$ cat config.mk
export PLATFORM = sky130hd
export DESIGN_NAME = lea_key_store
export DESIGN_NICKNAME = d
export VERILOG_FILES = /design/src/rtl/lea_pkg.sv /design/src/rtl/lea_key_store.sv
export SDC_FILE = /design/constraint.sdc
export NUM_CORES = 2
export LEC_CHECK = 0
export BUFFER_PORTS_ARGS = -buffer_cell sky130_fd_sc_hd__buf_2
export CAP_MARGIN = 20
export CORE_UTILIZATION = 38
export CTS_CLUSTER_DIAMETER = 200
export DETAILED_ROUTE_END_ITERATION = 12
export PLACE_DENSITY = 0.59
export SETUP_SLACK_MARGIN = 0.15
export SLEW_MARGIN = 20
export SYNTH_ARGS = -nofsm -noshare
export SYNTH_HDL_FRONTEND = slang
export SYNTH_MEMORY_MAX_BITS = 65536
export SYNTH_SLANG_ARGS = --single-unit
$ cat constraint.sdc
create_clock -name clk -period 7.5 [get_ports clk]
set_clock_uncertainty 0.15 [all_clocks]
set_input_delay 0.75 -clock clk [delete_from_list [all_inputs] [get_ports clk]]
set_output_delay 0.75 -clock clk [all_outputs]
set_load 0.005 [all_outputs]
$ cat src/rtl/lea_pkg.sv
// ----------------------------------------------------------------------------
// lea_pkg
// Shared types, constants and helpers for the LEA-128 encryption block.
// ----------------------------------------------------------------------------
package lea_pkg;

  localparam int WORD_W = 32;
  localparam int IDX_W  = 8;
  localparam int LANES  = 6;   // round-key words per round

  // round rotation amounts
  localparam int ROL_A = 9;
  localparam int ROR_B = 5;
  localparam int ROR_C = 3;

  // item kinds
  localparam logic KIND_KEY   = 1'b0;
  localparam logic KIND_BLOCK = 1'b1;

  typedef logic [WORD_W-1:0]            word_t;
  typedef logic [IDX_W-1:0]             kidx_t;
  typedef logic [3:0][WORD_W-1:0]       blk_t;
  typedef logic [LANES-1:0][WORD_W-1:0] rkeys_t;

  // one round-key word write toward the key store
  typedef struct packed {
    logic  we;
    kidx_t index;
    word_t word;
  } key_wr_t;

  // index / 6 for 8-bit values: reciprocal 171/1024 is exact below 256
  function automatic logic [5:0] div6(input kidx_t v);
    logic [15:0] p;
    p = 16'(v) * 16'd171;
    return p[15:10];
  endfunction

endpackage

$ cat src/rtl/lea_key_store.sv
// ----------------------------------------------------------------------------
// lea_key_store
// Round-key memory: one row of six words per round, word-lane writes,
// registered full-row reads.
// ----------------------------------------------------------------------------
module lea_key_store #(
  parameter int NUM_ROUNDS = 24,
  parameter int RW         = 5
) (
  input  logic              clk,
  input  lea_pkg::key_wr_t  wr,
  input  logic [RW-1:0]     raddr,
  output lea_pkg::rkeys_t   rdata
);
  import lea_pkg::*;

  localparam kidx_t KEY_WORDS = IDX_W'(LANES * NUM_ROUNDS);

  rkeys_t mem [NUM_ROUNDS];

  logic [5:0]    q;
  kidx_t         rem;
  logic [RW-1:0] row;
  logic [2:0]    lane;
  logic          in_range;

  always_comb begin
    q        = div6(wr.index);
    rem      = wr.index - IDX_W'(16'(q) * 16'd6);
    row      = q[RW-1:0];
    lane     = rem[2:0];
    in_range = (wr.index < KEY_WORDS);
  end

  // out-of-range writes are dropped
  always_ff @(posedge clk) begin
    if (wr.we && in_range) begin
      mem[row][lane] <= wr.word;
    end
    rdata <= mem[raddr];
  end

endmodule

### After elaboration in Yosys (flattened, before gate mapping)

Memories as Yosys holds them, arrays and structs flattened. A register that Yosys moved wholly into a read port is not among the register bits.
Index checks and enable logic that the tools add are counted.

| operators by class | value |
|---|---|
| add/sub/neg operators | 1 |
| multiply operators | 2 |
| $lt $le $gt $ge | 3 |
| muxes and demuxes | 4 |
| reductions and logical operators | 2 |

Operators by type and width:

| operator | number |
|---|---|
| 192-bit two-way mux | 1 |
| 32-bit demux with 3-bit select | 1 |
| 32-bit two-way mux | 1 |
| 8-bit by 8-bit multiplier with 16-bit output (second input constant) | 1 |
| 8-bit < comparator (second input constant) | 1 |
| 6-bit by 2-bit multiplier with 2-bit output (second input constant) | 1 |
| 3-bit by 4-bit < comparator with 1-bit output (second input constant) | 1 |
| 3-bit by 1-bit >= comparator with 1-bit output (second input constant) | 1 |
| 3-bit subtractor | 1 |
| 1-bit logical AND | 2 |
| 1-bit two-way mux | 1 |

| word-level totals | value |
|---|---|
| register bits | 0 |
| memory bits (writable) | 4,608 |
| bits of input ports | 47 |
| output and inout bits | 192 |
| logic and storage cells | 13 |
| memories | 1 |

Memories:

| memory | depth | width | rd ports | clocked after memory_dff | wr ports | line | source |
|---|---|---|---|---|---|---|---|
| mem | 24 | 192 | 1 | 1 | 1 | lea_key_store.sv:19 | `rkeys_t mem [NUM_ROUNDS];` |

### Depth between registers and ports, before layout

| depth | value |
|---|---|
| word-level depth | 8 |
| mapped depth | 21 |

### Least setup slack after synthesis

No wires, ideal clock.

| timing | value |
|---|---|
| kind | input-to-reg |
| start | input port wr[33] in the netlist's numbering |
| end | memory mem[18][128] in the netlist's numbering (enable) |
| arrival | 7.342 ns |
| path slack | -0.453 ns |
| cell stages on the path | 20 |
| buffers on the path | 0 |
| path through | ha_1 fa_1 fa_1 inv_1 fa_1 inv_1 ha_1 nand2_1 o21ai_1 a21oi_1 nor2b_1 nor2_1 xor2_1 ha_1 xor2_1 xnor2_1 inv_1 nor3_1 nand2_1 nor3_1 |

| on the way | value |
|---|---|
| word-level cells in the longest chain between the ends | 8 |

RTL lines:

| item | line | source |
|---|---|---|
| start, declared | lea_key_store.sv:11 | `input lea_pkg::key_wr_t wr,` |
| 8-bit by 8-bit multiplier with 16-bit output | lea_pkg.sv:35 | `p = 16'(v) * 16'd171;` |
| 6-bit by 2-bit multiplier with 2-bit output | lea_key_store.sv:29 | `rem = wr.index - IDX_W'(16'(q) * 16'd6);` |
| 3-bit subtractor | lea_key_store.sv:29 |  |
| 3-bit by 4-bit < comparator with 1-bit output (not written as such) or 3-bit by 1-bit >= comparator with 1-bit output (tied branches) | lea_key_store.sv:38 | `mem[row][lane] <= wr.word;` |
| 1-bit logical AND (not written as such) | lea_key_store.sv:38 |  |
| 32-bit two-way mux (not written as such) | lea_key_store.sv:38 |  |
| 32-bit demux with 3-bit select | lea_key_store.sv:38 |  |
| 192-bit two-way mux (not written as such) | lea_key_store.sv:38 |  |
| end, declared | lea_key_store.sv:19 |  |

Several ways; a longest one is shown, not always the timed one.

### Worst setup path in the final report

| timing | value |
|---|---|
| start | input port wr[34] in the netlist's numbering |
| end | memory mem[6][103] in the netlist's numbering (enable) |

The elaborated chain is that of the path after synthesis.

==> impl_metrics.ini <==
[power]
peakVddDrop_v = 0.0005493
internal_power_mw = 45.11
clkPwrFrac_pct = 39.9
p_per_area_nw_per_um2 = 282.9
combPwrFrac_pct = 8.6
p_sw_mw = 13.89
p_seq_share_pct = 51.4
leakage_nw = 65.18
switching_share_pct = 23.54

[route]
routed_wl_um = 457200
drt-met1-wl_um = 192700
vias = 81369
detail-route-antenna-nets = 0
avgViaCountPerCell = 5.515
drc = 0
firstDrtPassIters = 6
met2_wirelength_um = 222800
top_layer = met5
drt_iter0_markers = 9815
wl_met3_um = 33880
wl_per_cell_um = 30.99

[die]
die_w_um = 690.4
num_io_pins = 239
design.die.area_sq_um = 476600
initial_core_util_pct = 38.20
core-area_sq_um = 471400
die_h_um = 690.4
rows = 252

[critical_path]
crit_type = input pin to flip-flop
required_ns = 8.04
r2r_start = mem[2][46]
crit_fanout = 25
r2r-end = rdata[46]
cp.arrival_ns = 7.38
crit_path_start_kind = input pin
end_kind = flip-flop
reg2reg_depth = 4
rrSetupSlack_ns = 5.00

[clock_tree]
cts_sinks = 4800
insertion_delay_ns = 1.03
htreeDepth = 5
path_clk_slew_ns = 0.06
cts-root-buf = clkbuf_16
cts_tree = done
cts_buffer_depth = 4
cts_setup_buffers = 0
cts-buffers-inserted = 476

[global_route]
grt_pass1_wl_um = 648100
antenna_found_initial = 28
grt_pass1_vias = 82951
grt_max_degree = 151
track_usage_pct = 18.86
gr-total-overflow = 0

[place]
placed_cells = 13838
placed_area_sq_um = 192900
gp_congestion = 0.7941
portBuffers = 238
dp_hpwl_um = 270600

[logic_synthesis]
synth_ff_type = edfxtp_1
synth_seq_area_share_pct = 78.98
synth.most_common_cell = edfxtp_1
synth_common_cells = edfxtp_1 (4608), mux4_2 (1344), a21oi_1 (197), nor2_1 (197), mux2i_1 (195)
yosys_warnings = 0
postSynthCellCount = 7416
netlist.area_leader.share_pct = 76.85
synth_edf_count = 4608
synth_top_area_cell = edfxtp_1
synth.cell_area_sq_um = 180100
synthTopCellsByArea = edfxtp_1 (77%), mux4_2 (17%), dfxtp_1 (2.1%), mux2i_1 (1.1%), a21oi_1 (0.55%)
async_flop_share_pct = 0
synthDistinctLibCells = 34
syn_area_per_cell_sq_um = 24.28
syn_nets = 7521
synth.ff_latch_count = 4800

[layout]
fin_cells = 14754
drive_gt1_share_pct = 32.86
fin_util_pct = 44.23
area_growth_pct = 15.79
fin_nets = 8207
postLayoutCellArea_sq_um = 208500

[hold_path]
hold_depth = 1
hold_start = wr[24]
min_path_type = input pin to flip-flop
hold_end = mem[16][184]

[sta]
worstMarginPinSlew_ns = 1.202
worst_slew_margin_rel_pct = 19.89
fin_crit_sh_pct = 91.30
fmax_mhz = 146.0
final_hold_viol_count = 0
period_needed_ns = 6.847
rsz0062_at_grt = no
hold-worst-slack_ns = 0.06838
setup_viol = 0
slew_violations = 0

[outcome]
outcome = complete, no violations

[run]
cap_violations = 0
[power groups by stage]
stage          combinational (mW)  sequential, mW  clock [mW]
2_1_floorplan                2.26            30.9           0
4_1_cts                      5.17            30.3        24.0
6_report                     5.10            30.3        23.6
5_1_grt                      5.33            30.4        25.0
3_5_place_dp                 5.15            30.9           0
3_3_place_gp                 5.12            30.9           0
[flip-flops by register name (all words and copies together), names as in the netlist]
name	flops
rdata	192
mem	4608
[kinds of logic after synthesis]
logic type | Yosys count | share of synthesized area [%]
AO/OA/AOI/OAI | 203 | 0.5754
XOR/XNOR | 11 | 0.05767
adder cells (fa/ha/maj) | 58 | 0.4489
buffers and inverters | 421 | 1.121
flip-flops | 4800 | 78.98
multiplexers | 1539 | 17.89
AND/OR/NAND/NOR | 384 | 0.9221
[worst max path at each step]
stage                     slack [ns]   start      endpoint
final                           0.65  wr[34]   mem[6][103]
after global placement         -0.42  wr[34]   mem[7][106]
after detailed placement       -0.35  wr[33]   mem[6][106]
after CTS                       0.71  wr[33]   mem[6][123]
after floorplan                -0.45  wr[33]  mem[18][128]
after global routing            0.38  wr[33]   mem[7][104]
[critical path, stage by stage]
cell and delay (ns):
buf_2 0.28, ha_1 0.32, ha_1 0.30, fa_1 0.51
inv_1 0.06, fa_1 0.53, inv_1 0.04, ha_1 0.30
a21oi_1 0.15, o21ai_1 0.11, a21oi_1 0.24, nor2b_1 0.08
nor2_1 0.52, xor2_1 0.28, ha_1 0.30, xor2_1 0.18
xnor2_1 0.16, buf_4 0.16, nor4bb_1 0.81, buf_4 0.26
nand2_1 0.26, nor3_2 0.48, buf_12 0.28
[final cells by class]
| class | count | area (sq um) |
|---|---|---|
| Fill cell | 38871 | 262900 |
| Sequential cell | 4800 | 142200 |
| Multi-Input combinational cell | 2195 | 36640 |
| Clock buffer | 585 | 12550 |
| Tap cell | 6223 | 7786 |
| Timing Repair Buffer | 600 | 6215 |
| Clock inverter | 294 | 2913 |
| Inverter | 29 | 108.9 |
| Antenna cell | 28 | 70.07 |
[layout by cell type, fill, tap and decap left out, types with 3 or more instances in the layout]
cell / netlist / final
buf_4: 64 / 200
clkinv_16: 0 / 9
clkinv_4: 0 / 10
nor2b_1: 3 / 3
edfxtp_1: 4608 / 4608
clkinv_1: 0 / 84
clkinv_2: 0 / 102
buf_6: 8 / 19
nor2_1: 197 / 197
ha_2: 0 / 3
clkinvlp_4: 0 / 25
diode_2: 0 / 28
inv_8: 0 / 3
bufinv_16: 0 / 41
buf_12: 0 / 167
dlygate4sd3_1: 0 / 9
clkbuf_8: 0 / 14
a21oi_1: 197 / 197
clkinv_8: 0 / 6
buf_2: 107 / 201
dfxtp_1: 192 / 192
fa_1: 11 / 11
xor2_1: 4 / 3
mux2i_4: 0 / 3
clkbuf_16: 0 / 480
nand2_1: 28 / 28
inv_6: 0 / 9
buf_8: 0 / 4
mux4_2: 1344 / 1344
mux2i_1: 195 / 192
inv_1: 29 / 29
inv_16: 0 / 5
clkbuf_1: 161 / 91
xnor2_1: 6 / 6
ha_1: 47 / 44
nor3_2: 0 / 142
[layer usage]
metal / up-vias / global-route usage [%]
met4: 8 / 3.565
met3: 467 / 3.089
met2: 3285 / 30.57
li1: 33187 / -
met5: - / 0
met1: 44422 / 27.27
[metrics by stage]
stage | setup WS (ns) | total power [mW] | setup TNS (ns)
after global placement | -0.4159 | 36.00 | -209.17
after global routing | 0.3799 | 60.69 | 0
after CTS | 0.7066 | 59.52 | 0
after detailed placement | -0.3549 | 36.06 | -160.62
after floorplan | -0.4533 | 33.13 | -1287.46
final | 0.6526 | 58.99 | 0
[timing repair]
action                                 in CTS  in global routing
hold buffers                                9                  0
endpoints found under the hold margin      82                  0
resized for setup                           0                  0
(Power assumes the default switching activity.)
