## config.mk

```make
export PLATFORM = sky130hd
export DESIGN_NAME = lea_round
export DESIGN_NICKNAME = d
export VERILOG_FILES = /design/src/rtl/lea_pkg.sv /design/src/rtl/lea_round.sv
export SDC_FILE = /design/constraint.sdc
export NUM_CORES = 1
export LEC_CHECK = 0
export BUFFER_PORTS_ARGS = -buffer_cell sky130_fd_sc_hd__buf_2
export CELL_PAD_IN_SITES_DETAIL_PLACEMENT = 0
export CELL_PAD_IN_SITES_GLOBAL_PLACEMENT = 1
export CORE_AREA = 4 4 174 176
export DETAILED_ROUTE_END_ITERATION = 6
export DIE_AREA = 0 0 178 180
export PLACE_DENSITY = 0.74
export SLEW_MARGIN = 40
export SYNTH_ARGS = -nofsm -noshare
export SYNTH_HDL_FRONTEND = slang
export SYNTH_SLANG_ARGS = --single-unit
```

## constraint.sdc

```tcl
create_clock -name vclk -period 6.45
set_input_delay 0 -clock vclk [all_inputs]
set_output_delay 0 -clock vclk [all_outputs]
set_load 0.01 [all_outputs]
```

## src/rtl/lea_pkg.sv

```systemverilog
// ----------------------------------------------------------------------------
// lea_pkg
// Shared types, constants and helpers for the LEA-128 encryption block.
// ----------------------------------------------------------------------------
package lea_pkg;

  localparam int WORD_W = 32;
  localparam int IDX_W  = 8;
  localparam int LANES  = 6;   // round-key words per round

  // round rotation amounts
  localparam int ROL_A = 9;
  localparam int ROR_B = 5;
  localparam int ROR_C = 3;

  // item kinds
  localparam logic KIND_KEY   = 1'b0;
  localparam logic KIND_BLOCK = 1'b1;

  typedef logic [WORD_W-1:0]            word_t;
  typedef logic [IDX_W-1:0]             kidx_t;
  typedef logic [3:0][WORD_W-1:0]       blk_t;
  typedef logic [LANES-1:0][WORD_W-1:0] rkeys_t;

  // one round-key word write toward the key store
  typedef struct packed {
    logic  we;
    kidx_t index;
    word_t word;
  } key_wr_t;

  // index / 6 for 8-bit values: reciprocal 171/1024 is exact below 256
  function automatic logic [5:0] div6(input kidx_t v);
    logic [15:0] p;
    p = 16'(v) * 16'd171;
    return p[15:10];
  endfunction

endpackage

```

## src/rtl/lea_round.sv

```systemverilog
// ----------------------------------------------------------------------------
// lea_round
// One LEA encryption round: three xor/add/rotate lanes and a word shift.
// ----------------------------------------------------------------------------
module lea_round (
  input  lea_pkg::blk_t   x,
  input  lea_pkg::rkeys_t k,
  output lea_pkg::blk_t   y
);
  import lea_pkg::*;

  word_t s0, s1, s2;

  always_comb begin
    s0   = (x[0] ^ k[0]) + (x[1] ^ k[1]);
    s1   = (x[1] ^ k[2]) + (x[2] ^ k[3]);
    s2   = (x[2] ^ k[4]) + (x[3] ^ k[5]);
    y[0] = (s0 << ROL_A) | (s0 >> (WORD_W - ROL_A));
    y[1] = (s1 >> ROR_B) | (s1 << (WORD_W - ROR_B));
    y[2] = (s2 >> ROR_C) | (s2 << (WORD_W - ROR_C));
    y[3] = x[0];
  end

endmodule

```

After elaboration in Yosys (flattened, before gate mapping)

Index checks and enable logic that the tools add are counted.
W data, S select, Z words.

Bitwise gates (word level): 9
Add/subtract/negate cells: 3
Shift-type cells: 0
Div/mod/pow operators: 0
Equal/unequal tests: 0
Magnitude comparators: 0
$mul: 0
Multiplexer cells: 0
Reductions and logical operators: 0

Operators by type and width:

| cell             | number |
|---|---|
| $xor A32 B32 Y32 | 6 |
| $add A32 B32 Y32 | 3 |
| $or A27 B32 Y32  | 1 |
| $or A29 B32 Y32  | 1 |
| $or A32 B9 Y32   | 1 |

ROM bits: 0
Output and inout bits: 128
Memory bits (writable): 0
Bits in latches: 0
Memories kept: 0
Input bits: 320
Register bits: 0

Depth between registers and ports, before layout

Gate-level depths: netlist of the first run.

Word-level depth: 3
Depth in mapped cells: 11
Gate-level depth less buffers: 11

Worst setup path before layout of the first run

Ideal clock, no wire load.

Kind: input -> output
Start: in k[0] (netlist bit)
End: out y[5] (netlist bit)
Arrival: 2.450 ns
Setup slack: 4.000 ns
Stages: 11
Path buffers: 0
Required time: 6.450 ns
Cells stage by stage: xor2_1 -> ha_1 -> fa_1 -> a21o_1 -> a221oi_2 -> a211oi_2 -> a2bb2oi_2 -> nor4b_1 -> or3_4 -> a211o_1 -> o311ai_1

RTL lines:

| item            | line           | RTL |
|---|---|---|
| start, declared | lea_round.sv:7 | `input lea_pkg::rkeys_t k,` |
| end, declared   | lea_round.sv:8 | `output lea_pkg::blk_t y` |

==> impl_results.md, run 1 <==
- Status: finished clean
- Post-DP Area: 9126 sq um
- Post-CTS Hold Buffers: 0
- Postcts setup bufs: 0
- Post-synth cell types: 66
- CP top delay family: compound AO/OA/AOI/OAI gates
- GPL Wtd Cong: 0.9101
- Count of input and output buffers: 448
- F_max: 314.2 MHz
- Cells along the critical path: buf_2, xor2_1, ha_1, fa_1, a21oi_1, o211ai_1, a41oi_1, nor2_1, a31oi_1, o21ai_0, a31oi_1, xnor2_1, buf_2
- # DRC: 0
- WL met2: 14510 um
- ANT nets after route: 0
- Final setup TNS: 0 ns
- Initial antenna violation count: 1
- Sequential share of the synthesized area: 0%
- RSZ-0062 raised after global routing: no
- Max Cap Viol: 0
- Count of flip-flops and latches: 0
- Cell count after synthesis: 903
- Core ar.: 28630 sq um
- Worst Setup Start Kind: primary input
- Synth Warn #: 0
- Final slew viol count: 0
- Initial core utilization: 23.49%
- Required time worst endpoint: 6.45 ns
- Ports: 448
- Die Y: 180 um
- DR vias/cell: 4.662
- Die W: 178 um
- Avg WL per Cell: 17.22 um
- DPL Wire Length: 26520 um
- Top cell type's share of synthesized area: 27.22%
- Mean Syn Cell Area: 7.446 sq um
- Vias after detailed routing: 7851
- Syn Nets: 1319
- DRT Pass-1 Iters: 5
- Final Hold Viols: 0
- GRT Util Overall: 16.53%
- Die ar.: 32040 sq um
- Highest routed metal layer: met4
- Final setup fails: 0
- Ranking of synthesized cells by area: xor2_1 27%, ha_1 17%, xnor2_1 7.9%
- Crit path max fanout: 3
- Worst Path Arrival: 3.18 ns
- Most frequent cells in the layout: 448 x buf_2, 209 x xor2_1, 93 x ha_1
- Pwr dens: 192.6 nW/um^2
- Slew HR: 58.18%
- Worst hold path class: primary input to primary output
- Clock buffers: 0
- Largest net degree at the start of global routing: 12
- Met1 WL: 12780 um
- Post-Route WL: 29000 um
- Crit Path Class: primary input to primary output
- Register Area: 0 sq um
- Number of global-route vias before repair: 7667
- Area leader, netlist: xor2_1
- Layout Nets: 1717
- Critical path endpoint category: primary output
- WP buf/inv: 2
- Final Critical Period: 3.183 ns
- Row count: 62
- Commonest non-fill, non-tap cell in the layout: buf_2
- Slowest Stage Delay on Critical Path: 0.46 ns
- DRT iter0 DRCs: 442
- Final Cell Area: 9129 sq um
- Met3 Wirelength: 1425 um
- Leak Pwr: 4.748 nW
- Post-CTS Resized: 0
- CP max stage cell: fa_1
- Worst-Margin Slew: 0.6194 ns
- Mapped Area: 6724 sq um
- Final period util: 49.34%
- Grt ovf: 0
- Layout cells sized above 1: 35.80%
- First-pass GRT wire length: 42770 um
- Peak VDD IR: 0.06683 mV
- Synthesis-to-layout area growth: 35.76%
-- synth_stat cells (4+ instances only) --
cell	count
o22ai_1	4
nor4_1	6
xnor2_1	61
nor2_1	57
nand3_1	24
buf_2	4
o31ai_1	4
buf_4	32
nand2b_1	5
a21oi_1	73
o211ai_1	6
a211oi_1	11
or3_1	4
nor2b_1	5
a31oi_1	7
inv_1	24
nand2_1	52
o21ai_0	37
o21bai_1	10
clkbuf_1	16
and3_1	9
nand4_1	14
a2111oi_0	4
xor2_1	209
ha_1	93
nor3_1	15
o21a_1	10
a21o_1	38
and2_1	4
-- worst paths after layout --
check | endpoint | depth (start not counted) | slack, ns | from
hold / removal | y[113] | 2 | 0.21 | x[17]
setup / recovery | y[57] | 13 | 3.27 | x[64]
-- power by group --
group	switching, mW	internal [mW]
Combinational	1.02	0.737
Sequential	0	0
Clock	0	0.0000000207
Total	1.02	0.737
-- metal layers --
layer | track usage [%] | up-vias
met5 | 0 | -
met4 | 1.423 | 0
met3 | 1.071 | 14
met2 | 29.50 | 212
met1 | 22.60 | 3599
li1 | - | 4026
-- stage by stage --
| step | util [%] | hold slack [ns] | cells | total power, mW | setup WS, ns |
|---|---|---|---|---|---|
| floorplan | - | 0.09177 | 903 | 1.103 | 4.000 |
| finish | 31.89 | 0.2130 | 1684 | 1.758 | 3.267 |
| global route | 31.89 | 0.2178 | 1684 | 1.934 | 2.952 |
| CTS | 31.88 | 0.2140 | 1683 | 1.766 | 3.305 |
| detailed placement | 31.88 | 0.2126 | 1683 | 1.755 | 3.302 |
| global placement | 31.88 | 0.2136 | 1683 | 1.756 | 3.340 |
-- layout make-up --
cell class | instances | area, sq um
Inverter | 24 | 90.09
Multi-Input combinational cell | 827 | 6314
Fill cell | 3189 | 19500
Antenna cell | 1 | 2.502
Timing Repair Buffer | 448 | 2242
Tap cell | 384 | 480.5
-- cells by family (layout without fill, tap and decap cells) --
| kind of cell | count (synthesis) | in the layout | share of synthesized area (%) |
|---|---|---|---|
| compound gates | 251 | 251 | 25.36 |
| xor+xnor | 270 | 270 | 35.17 |
| fa+ha+maj | 96 | 96 | 18.20 |
| buf+inv | 76 | 472 | 6.104 |
| mux | 1 | 1 | 0.1489 |
| other cells | 0 | 1 | 0 |
| simple gates | 209 | 209 | 15.02 |
No activity file was read; power rests on OpenSTA's default activity.
==> run 2: changes to the inputs <==
--- a/config.mk
+++ b/config.mk
@@ -5,13 +5,14 @@
 export SDC_FILE = /design/constraint.sdc
 export NUM_CORES = 1
 export LEC_CHECK = 0
+export ABC_AREA = 1
 export BUFFER_PORTS_ARGS = -buffer_cell sky130_fd_sc_hd__buf_2
 export CELL_PAD_IN_SITES_DETAIL_PLACEMENT = 0
 export CELL_PAD_IN_SITES_GLOBAL_PLACEMENT = 1
-export CORE_AREA = 4 4 174 176
+export CORE_AREA = 4 4 228 141
 export DETAILED_ROUTE_END_ITERATION = 6
-export DIE_AREA = 0 0 178 180
-export PLACE_DENSITY = 0.74
+export DIE_AREA = 0 0 232 145
+export PLACE_DENSITY = 0.88
 export SLEW_MARGIN = 40
 export SYNTH_ARGS = -nofsm -noshare
 export SYNTH_HDL_FRONTEND = slang
==> constraint.sdc (replaced) <==
create_clock -name vclk -period 3.25
set_input_delay 0 -clock vclk [all_inputs]
set_output_delay 0 -clock vclk [all_outputs]
set_load 0.01 [all_outputs]
==> impl_results.md, run 2 <==
- Status: finished clean (unchanged)
- Post-Route WL: 40770 um (was 29000 um)
- Hold Crit Endpoint: y[114] (was y[113])
- Ranking of synthesized cells by area: nand2_1 29%, xor2_1 23%, inv_1 14% (was xor2_1 27%, ha_1 17%, xnor2_1 7.9%)
- Final Hold Viols: 0 (unchanged)
- Post-CTS Hold Buffers: 0 (unchanged)
- Slew HR: 69.33% (was 58.18%)
- F_max: 474.1 MHz
- Top cells by count, synth: 685 x nand2_1, 336 x inv_1, 233 x xor2_1, 117 x nor2_1, 93 x ha_1 (was 209 x xor2_1, 93 x ha_1, 73 x a21oi_1, 61 x xnor2_1, 57 x nor2_1)
- Number of global-route vias before repair: 9975 (was 7667)
- GRT Util Overall: 22.07% (was 16.53%)
- Max Cap Viol: 0 (unchanged)
- Hold Path Stages: 2 (unchanged)
- Avg WL per Cell: 16.15 um (was 17.22 um)
- Area of the multi-input gates: 7393 sq um (was 6314 sq um)
- Final Critical Period: 2.109 ns
- Register Area: 0 sq um (unchanged)
- Layout Nets: 2534 (was 1717)
- Leak Pwr: 7.734 nW (was 4.748 nW)
- Critical path endpoint category: primary output (unchanged)
- Final setup TNS: 0 ns (unchanged)
- RSZ-0062 raised after global routing: no (unchanged)
- DPL Wire Length: 37920 um (was 26520 um)
- GPL Wtd Cong: 0.9436 (was 0.9101)
- Top cell type's share of synthesized area: 28.91% (was 27.22%)
- Area leader, netlist: nand2_1 (was xor2_1)
- Post-synth cell types: 18 (was 66)
- Peak VDD IR: 0.1324 mV (was 0.06683 mV)
- First-pass GRT wire length: 58280 um (was 42770 um)
- Worst Setup Start Kind: primary input (unchanged)
- Crit path max fanout: 4 (was 3)
- Grt ovf: 0 (unchanged)
- Count of input and output buffers: 448 (unchanged)
- Largest net degree at the start of global routing: 7 (was 12)
- Vias after detailed routing: 11370 (was 7851)
- Die Y: 145 um (was 180 um)
- Inst Count DP: 2524 (was 1683)
- # DRC: 0 (unchanged)
- Synthesis-to-layout area growth: 28.27% (was 35.76%)
- Worst-Margin Slew: 0.4585 ns (was 0.6194 ns)
- Count leader, synth: nand2_1 (was xor2_1)
- Final setup fails: 0 (unchanged)
- Most frequent cells in the layout: 685 x nand2_1, 448 x buf_2, 336 x inv_1 (was 448 x buf_2, 209 x xor2_1, 93 x ha_1)
- Commonest non-fill, non-tap cell in the layout: nand2_1 (was buf_2)
- Final slew viol count: 0 (unchanged)
- Hold Startpoint: x[18] (was x[17])
- Die W: 232 um (was 178 um)
- Count of flip-flops and latches: 0 (unchanged)
- Worst hold path class: primary input to primary output (unchanged)
- Initial antenna violation count: 1 (unchanged)
- DRT Pass-1 Iters: 7 (was 5)
- DR vias/cell: 4.504 (was 4.662)
- Postcts setup bufs: 0 (unchanged)
- Pwr dens: 358.9 nW/um^2 (was 192.6 nW/um^2)
- Mean Syn Cell Area: 5.232 sq um (was 7.446 sq um)
- Final period util: 64.90%
- ANT nets after route: 0 (unchanged)
- Layout cells sized above 1: 22.31% (was 35.80%)
- Crit Path Class: primary input to primary output (unchanged)
- Die ar.: 33640 sq um (was 32040 sq um)
- Ports: 448 (unchanged)
- Final Cell Area: 11410 sq um (was 9129 sq um)
- Initial core utilization: 29.85% (was 23.49%)
- DRT iter0 DRCs: 929 (was 442)
- Core ar.: 29800 sq um (was 28630 sq um)
- Worst Path Arrival: 2.11 ns (was 3.18 ns)
- Row count: 49 (was 62)
- Synth Warn #: 0 (unchanged)
- Syn Nets: 2116 (was 1319)
- Clock buffers: 0 (unchanged)
- Required time worst endpoint: 3.25 ns (was 6.45 ns)
- Sequential share of the synthesized area: 0% (unchanged)
- Mapped Area: 8895 sq um (was 6724 sq um)
- Post-CTS Resized: 0 (unchanged)
- Final Core Density: 38.29% (was 31.89%)
- Post-DP Area: 11410 sq um (was 9126 sq um)
- Cell count after synthesis: 1700 (was 903)
- Post-route insts no fill: 2525 (was 1684)
- Hold WS: 0.2096 ns (was 0.2130 ns)
- Fillcell total: 3423 (was 3189)
-- run 2: metrics by stage --
stage                     worst slack [ns]  total power [mW]
final                                1.141             4.095
after global routing                0.9590             4.498
after global placement               1.185             4.044
after CTS                            1.138             4.081
after floorplan                      1.681             2.438
after detailed placement             1.145             4.062
-- run 2: where the power goes --
| group | internal [mW] | leakage (nW) | switching [mW] |
|---|---|---|---|
| logic | 1.42 | 7.73 | 2.67 |
| registers | 0 | 0 | 0 |
| clock network | 0.0000000411 | 0.00000634 | 0 |
-- run 2: per-layer routing --
| layer | track usage (%) | wire length (um) |
|---|---|---|
| met1 | 33.68 | 19930 |
| met2 | 33.60 | 16710 |
| met3 | 2.704 | 3342 |
| met4 | 3.434 | 793 |
| met5 | 0 | 0 |
-- run 2: cells by family (layout without fill, tap and decap cells) --
| family | Yosys count | count (layout) | synth area share (%) |
|---|---|---|---|
| AO/OA/AOI/OAI | 69 | 69 | 4.136 |
| XOR/XNOR | 240 | 240 | 23.63 |
| adder cells (fa/ha/maj) | 96 | 96 | 13.76 |
| buffers and inverters | 368 | 784 | 16.88 |
| other | 0 | 1 | 0 |
| AND/OR/NAND/NOR | 927 | 927 | 41.60 |
-- run 2: worst max path at each step --
stage	startpoint	endpoint	slack, ns	cells past startpoint
floorplan	x[64]	y[55]	1.68	13
global route	x[75]	y[56]	0.96	14
CTS	x[75]	y[49]	1.14	14
finish	x[64]	y[47]	1.14	15
detailed placement	x[75]	y[49]	1.14	14
global placement	x[64]	y[49]	1.19	13
-- run 2: layout make-up --
cell class	instances	share of cell area [%]
repair buffers	448	19.65
inverters	336	11.05
well taps	408	4.474
multi-input cells	1332	64.80
diodes	1	0.02193
-- run 2: worst max-delay path, cell delays in order --
cell	delay (ns)
buf_2	0.11
xor2_1	0.16
ha_1	0.26
fa_1	0.54
nand3_1	0.13
nand3_1	0.11
nand2_1	0.10
nand2_2	0.11
nand2_1	0.10
nand2_2	0.08
nand2_1	0.11
nand2_1	0.05
nand2_1	0.05
nand2_1	0.04
buf_2	0.15
